===== src/rtl/pcbs_pkg.sv =====
// ----------------------------------------------------------------------------
// pcbs_pkg
// Shared types, codes and helpers of the particle cell binning sampler.
// ----------------------------------------------------------------------------
package pcbs_pkg;

	localparam int CELLS_X_DEF    = 16;
	localparam int CELLS_Y_DEF    = 16;
	localparam int CELLS_Z_DEF    = 16;
	localparam int LIST_DEPTH_DEF = 32;

	// item modes
	localparam logic [1:0] MODE_STEP    = 2'd0;
	localparam logic [1:0] MODE_PART    = 2'd1;
	localparam logic [1:0] MODE_RD_CELL = 2'd2;
	localparam logic [1:0] MODE_RD_LIST = 2'd3;

	// register indexes
	localparam logic [1:0] REG_INV_X = 2'd0;
	localparam logic [1:0] REG_INV_Y = 2'd1;
	localparam logic [1:0] REG_INV_Z = 2'd2;

	localparam logic [15:0] INV_RESET = 16'd256;

	typedef struct packed {
		logic accept;
		logic clear;
		logic issue;
		logic commit;
	} cmd_t;

	typedef struct packed {
		logic clear_done;
	} stat_t;

	typedef struct packed {
		logic [31:0] tag;
		logic [15:0] occ;
	} occ_t;

	typedef struct packed {
		logic [31:0] count;
		logic [47:0] vx;
		logic [47:0] vy;
		logic [47:0] vz;
		logic [63:0] sq;
	} mom_t;

	typedef struct packed {
		logic [11:0] cell_index;
		logic [4:0]  slot;
		logic        overflow;
		logic [15:0] occupancy;
		mom_t        mom;
		logic [31:0] step_count;
		logic [15:0] listed_id;
	} res_t;

	// floor of a Q16.24 product, negative to zero, clamped to the grid edge
	function automatic logic [15:0] bin_coord(input logic signed [40:0] p,
		input logic [15:0] cells);
		logic [15:0] hi;
		hi = p[39:24];
		if (p[40])
			return '0;
		else if (hi >= cells)
			return cells - 16'd1;
		else
			return hi;
	endfunction

endpackage


===== src/rtl/pcbs_ctrl.sv =====
// ----------------------------------------------------------------------------
// pcbs_ctrl
// Sequencer: clearing pass, then one item at a time through the datapath.
// ----------------------------------------------------------------------------
module pcbs_ctrl (
	input  logic           clk,
	input  logic           arst_n,
	input  logic           in_valid,
	output logic           in_stall,
	output logic           out_valid,
	input  logic           out_stall,
	input  pcbs_pkg::stat_t stat,
	output pcbs_pkg::cmd_t  cmd
);
	import pcbs_pkg::*;

	typedef enum logic [2:0] {
		ST_CLEAR,
		ST_IDLE,
		ST_MUL,
		ST_IDX,
		ST_RD,
		ST_UPD
	} state_t;

	state_t state_q;
	logic   out_valid_q;
	logic   commit;

	assign commit = (state_q == ST_UPD) && (!out_valid_q || !out_stall);

	always_comb begin
		cmd.accept = (state_q == ST_IDLE) && in_valid;
		cmd.clear  = (state_q == ST_CLEAR);
		cmd.issue  = (state_q == ST_RD);
		cmd.commit = commit;
	end

	assign in_stall  = (state_q != ST_IDLE);
	assign out_valid = out_valid_q;

	always_ff @(posedge clk or negedge arst_n) begin
		if (!arst_n) begin
			state_q     <= ST_CLEAR;
			out_valid_q <= 1'b0;
		end else begin
			if (commit)
				out_valid_q <= 1'b1;
			else if (!out_stall)
				out_valid_q <= 1'b0;
			unique case (state_q)
				ST_CLEAR: if (stat.clear_done) state_q <= ST_IDLE;
				ST_IDLE:  if (in_valid) state_q <= ST_MUL;
				ST_MUL:   state_q <= ST_IDX;
				ST_IDX:   state_q <= ST_RD;
				ST_RD:    state_q <= ST_UPD;
				ST_UPD:   if (commit) state_q <= ST_IDLE;
				default:  state_q <= ST_CLEAR;
			endcase
		end
	end

endmodule


===== config.mk =====
export PLATFORM = sky130hd
export DESIGN_NAME = pcbs_ctrl
export DESIGN_NICKNAME = d
export VERILOG_FILES = /design/src/rtl/pcbs_pkg.sv /design/src/rtl/pcbs_ctrl.sv
export SDC_FILE = /design/constraint.sdc
export NUM_CORES = 1
export LEC_CHECK = 0
export BUFFER_PORTS_ARGS = -buffer_cell sky130_fd_sc_hd__buf_2
export CORE_AREA = 2 2 39 41
export CTS_CLUSTER_DIAMETER = 200
export CTS_CLUSTER_SIZE = 16
export DETAILED_ROUTE_END_ITERATION = 10
export DIE_AREA = 0 0 41 43
export GPL_ROUTABILITY_DRIVEN = 0
export GPL_TIMING_DRIVEN = 0
export PLACE_DENSITY = 0.42
export SETUP_SLACK_MARGIN = 0.5
export SYNTH_ARGS = -nofsm -noshare
export SYNTH_HDL_FRONTEND = slang
export SYNTH_SLANG_ARGS = --single-unit

===== constraint.sdc =====
create_clock -name clk -period 3.1 [get_ports clk]
set_clock_uncertainty 0.05 [all_clocks]
set_input_delay 0.155 -clock clk [delete_from_list [all_inputs] [get_ports clk]]
set_output_delay 0.155 -clock clk [all_outputs]
set_load 0.05 [all_outputs]

==> qor.csv, run 1 <==
metric,value,unit
synth_most_common_cell,dfrtp_1,
die_h,43,um
hold_viol_final,0,
mappedNetlistArea,243,sq um
netlist_top_cells_area,"dfrtp_1 (41%), nand3b_1 (9.3%), buf_6 (4.6%)",
wl_per_cell,8.81,um
cp.required,2.89,ns
wl_met1,261,um
start_util,0.175,
synth-async-reset-ratio,1.00,
syn2layout_area_growth,42.3,%
crit_chain,buf_2 > or3b_1 > nor2_1 > buf_2,
max_freq,598,MHz
core,1380,sq um
maxCapViolations,0,
grt_max_degree,11,
yosys_warnings,0,
first_pass_iters,2,
dr.first_iter.drc_count,4,
max_slew_margin,0.832,
ioPinCount,11,
diodes,0,
cp-start-kind,flop,
cts-root-buf,clkbuf_4,
period_share,0.539,
vias_per_cell,3.88,
synth_edf_count,0,
routed_wl,502,um
min_path_type,in -> reg,
cp_slowest_cell,or3b_1,
slew_viol_final,0,
status,"finished, final reports clean",
htreeDepth,1,
synth_common_cells,"dfrtp_1 (4), nand2_1 (3), nand3b_1 (3), a21oi_1 (2)",
highest_layer,met4,
route.met3.wl,28,um
cts_tree,done,
synth_cells,27,
cp_common_cell,buf_2,
yosys_most_used_dff,dfrtp_1,
clkTransAtPathRegs,0.04,ns
drcViolationCount,0,
grt_pass1_vias,207,
die_w,41,um
portBuffers,10,
rsz0062_at_grt,false,
ant_nets,0,
crit_type,reg -> out,
fin_nets,48,
antenna_found_initial,0,
end_kind,output port,
yosys.area.top_type_share,0.412,
critPathMaxStageDelay,0.38,ns
grt.overflow.total,0,
cts_setup_buffers,0,
synth_nets,32,
dieArea,1760,sq um
cts_buffers,3,
fin_tns_setup,0,ns
cts.sinks,4,
num_rows,14,
crit_arrival,1.47,ns
setup_viol,0,
yosysSeqAreaShare,0.412,
synth_cell_types,19,
post-route-min-period,1.67,ns
route.met2.wl,197,um
clock_latency,0.23,ns
tightestPinTransition,0.252,ns
grt_pass1_wl,807,um
syn_avg_cell_area,8.99,sq um
final_layout_size_suffix_gt1_frac,0.390,
ys_ff_latch,4,
synth_top_area_cell,dfrtp_1,
num_vias,221,
clockBufferDepth,2,
track_usage,0.0716,
cp_max_fo,10,
## cell families after synthesis
group	synth area share
flops	0.412
compound gates	0.119
simple gates	0.356
buf+inv	0.113
## metrics by stage
| step | std cells | hold WS [ns] | cell area [sq um] | util | setup slack (ns) |
|---|---|---|---|---|---|
| floorplan | 27 | -0.191 | 243 | - | 1.09 |
| detailed placement | 53 | -0.0882 | 313 | 0.226 | 1.67 |
| global placement | 53 | -0.0852 | 313 | 0.226 | 1.66 |
| global route | 57 | 0.132 | 345 | 0.250 | 1.34 |
| finish | 57 | 0.0991 | 345 | 0.250 | 1.43 |
| CTS | 57 | 0.0981 | 345 | 0.250 | 1.41 |
## worst max-delay path: cells and delay by family, from the launching register on
kind	cells	cell delay (ns)
simple gates	2	0.47
buf+inv	2	0.45
flops	1	0.32
## state kept, by name (all words and copies together) (netlist names)
register and flops:
state_q 3, out_valid 1
## layout by cell type, fill, tap and decap left out, drive strengths merged
| cell | instances |
|---|---|
| a21boi | 1 |
| a21oi | 2 |
| and3 | 1 |
| buf | 13 |
| clkbuf | 3 |
| dfrtp | 4 |
| dlygate4sd3 | 1 |
| inv | 1 |
| nand2 | 3 |
| nand2b | 1 |
| nand3b | 3 |
| nor2 | 1 |
| nor3 | 1 |
| nor3b | 1 |
| o21ai | 1 |
| o22ai | 1 |
| or2b | 1 |
| or3b | 1 |
| or4 | 1 |
## metal layers
metal | vias to the layer above | GRT usage
li1 | 121 | -
met1 | 89 | 0.105
met2 | 9 | 0.0750
met3 | 2 | 0.0157
met4 | 0 | 0.0800
met5 | - | 0
## final timing paths
kind                       depth (start not counted)         end  slack [ns]       start
min in group asynchronous                          2   out_valid        0.21      arst_n
hold reg to reg                                    2   out_valid        0.45   out_valid
max in group asynchronous                          2  state_q[0]        2.67      arst_n
setup reg to reg                                   2  state_q[0]        1.76  state_q[1]
setup / recovery                                   4      cmd[3]        1.43  state_q[0]
hold / removal                                     3   out_valid         0.1   out_stall
## layout make-up
| cell class | count | area (sq um) |
|---|---|---|
| plain buffers | 3 | 23.8 |
| clock buffers | 3 | 22.5 |
| fillers | 154 | 1040 |
| inverters | 1 | 3.75 |
| multi-input cells | 19 | 115 |
| flip-flops and latches | 4 | 100 |
| well taps | 16 | 20.0 |
| repair buffers | 11 | 60.1 |
## timing repair
item	in CTS	in global routing
resized for setup	0	0
hold buffers	1	0
hold endpoints to repair	4	0
Power of run 1 is not shown: default switching activity piles up to over one toggle a cycle in this logic, so the estimate is an artifact.
==> inputs of run 2 (changes only) <==
- PLACE_DENSITY: 0.42 -> 0.43
- clock period: 3.1 -> 1.4 ns (I/O delays scaled with it)
==> run 2 against run 1 <==
  * Cell area increased by 54%
  * Die area is the same
  * First-iteration DRC count is 75% lower
  * Critical endpoint unchanged
  * The run now ends with negative setup slack left
  * Flip-flop and latch count unchanged
==> qor.csv, run 2 (same netlist as run 1, synthesis figures left out) <==
metric,value,unit,change
status,"finished, violations left",,
violations,negative setup slack,,
wl_per_cell,10.3,um,+17%
ant_nets,0,,unchanged
end_kind,output port,,
core,1380,sq um,unchanged
clockBufferDepth,2,,unchanged
cts_buffers,3,,unchanged
grt_max_degree,7,,-4
largest_register,state_q,,
crit_chain,buf_6 > or3b_4 > nor2_4 > buf_8,,
maxCapViolations,0,,unchanged
syn2layout_area_growth,119,%,
place_hpwl,404,um,
cts-root-buf,clkbuf_4,,
num_rows,14,,unchanged
cts_tree,done,,
die_h,43,um,unchanged
first_pass_iters,2,,unchanged
track_usage,0.107,,+0.0350
grt_pass1_vias,294,,+42%
dr.first_iter.drc_count,1,,-3
clock_latency,0.24,ns,about the same
dieArea,1760,sq um,unchanged
num_vias,290,,+31%
worst_slack,-0.0914,ns,-1.52 ns
cp-start-kind,flop,,
setup_viol,3,,+3
crit_family,simple AND/OR/NAND/NOR gates,,
cp_slowest_cell,or3b_4,,
max_slew_margin,0.834,,+0.00202
grt.overflow.total,0,,unchanged
start_util,0.175,,unchanged
nFillCells,145,,-5.8%
clkTransAtPathRegs,0.05,ns,about the same
htreeDepth,1,,unchanged
rsz0062_at_grt,true,,
cp_max_fo,3,,-7
final_common_cell,buf_6,,
p_total,0.00151,W,
slew_viol_final,0,,unchanged
tightestPinTransition,0.251,ns,-0.00130 ns
finalHoldWorstSlack,0.0671,ns,-0.0321 ns
cp.required,1.28,ns,-1.61 ns
diodes,0,,unchanged
max_freq,671,MHz,
final_layout_size_suffix_gt1_frac,0.667,,+0.276
die_w,41,um,unchanged
portBuffers,10,,unchanged
peakVddDrop,1270,uV,
fin_nets,57,,+19%
leakagePower,0.241,nW,
vias_per_cell,4.33,,+12%
critPathMaxStageDelay,0.40,ns,+0.02 ns
antenna_found_initial,0,,unchanged
critPathBufInv,2,,unchanged
drcViolationCount,0,,unchanged
largest_reg_flops,3,,unchanged
power_density,2850,nW/um^2,
crit_arrival,1.37,ns,-0.10 ns
period_share,1.07,,
grt_pass1_wl,1230,um,+52%
cts.sinks,4,,unchanged
min_path_type,in -> reg,,
ioPinCount,11,,unchanged
crit_type,reg -> out,,
post-route-min-period,1.49,ns,
hold_viol_final,0,,unchanged
final_cell_mix,"buf_6 (7), buf_4 (6), buf_2 (5)",,
routed_wl,691,um,+38%
[run 2: cell types whose count changed in the layout (fill, tap and decap cells not counted), sizes merged]
cell         delta
buf             +8
clkbuf          +1
dlygate4sd3     +1
[run 2: final cells by class]
class	instances	area, sq um	area share
inverters	1	3.75	0.00708
well taps	16	20.0	0.0377
repair buffers	20	184	0.347
plain buffers	3	30.0	0.0566
multi-input cells	19	164	0.309
clock buffers	4	26.3	0.0495
flip-flops and latches	4	103	0.193
[run 2: power by group]
group	switching, W	internal, W
Combinational	0.000581	0.000549
Sequential	0.0000440	0.000176
Clock	0.0000529	0.000107
Total	0.000678	0.000832
[run 2: repair_timing]
item | 4_1_cts | 5_1_grt
setup endpoints to repair | 9 | 10
gates resized for setup | 18 | 4
hold buffers | 2 | 0
buffers inserted | 7 | 1
pin swaps | 7 | 3
hold endpoints to repair | 5 | 0
[run 2: metal layers]
metal  wire length (um)  vias to the layer above  GRT usage
met5                  0                        -          0
met4                  9                        0     0.0800
met3                 43                        2     0.0209
met2                338                       12      0.153
met1                300                      134      0.133
li1                   -                      142          -
[run 2: worst min-delay path, cell delays in order]
cell and delay (ns):
buf_2 0.11, nand3b_1 0.09, a21oi_2 0.05
[run 2: stage by stage]
step / TNS [ns] / area, sq um / utilization / std cells / worst slack (ns)
6_report: -0.157 / 531 / 0.383 / 67 / -0.0914
5_1_grt: -0.365 / 531 / 0.383 / 67 / -0.146
4_1_cts: -0.216 / 507 / 0.366 / 66 / -0.101
3_5_place_dp: 0 / 340 / 0.246 / 53 / 0.0193
3_3_place_gp: 0 / 340 / 0.246 / 53 / 0.0371
2_1_floorplan: 0 / 270 / - / 27 / 0.00477
[run 2: path summary, 6_finish.rpt]
kind                             from         end  slack, ns  depth (start not counted)
setup / recovery           state_q[2]      cmd[3]      -0.09                          4
hold / removal               in_valid  state_q[1]       0.07                          3
setup reg to reg           state_q[2]  state_q[0]          0                          4
hold reg to reg             out_valid   out_valid       0.47                          2
max in group asynchronous      arst_n   out_valid       1.05                          2
min in group asynchronous      arst_n  state_q[1]       0.12                          2
No activity file was read; power rests on OpenSTA's default activity.
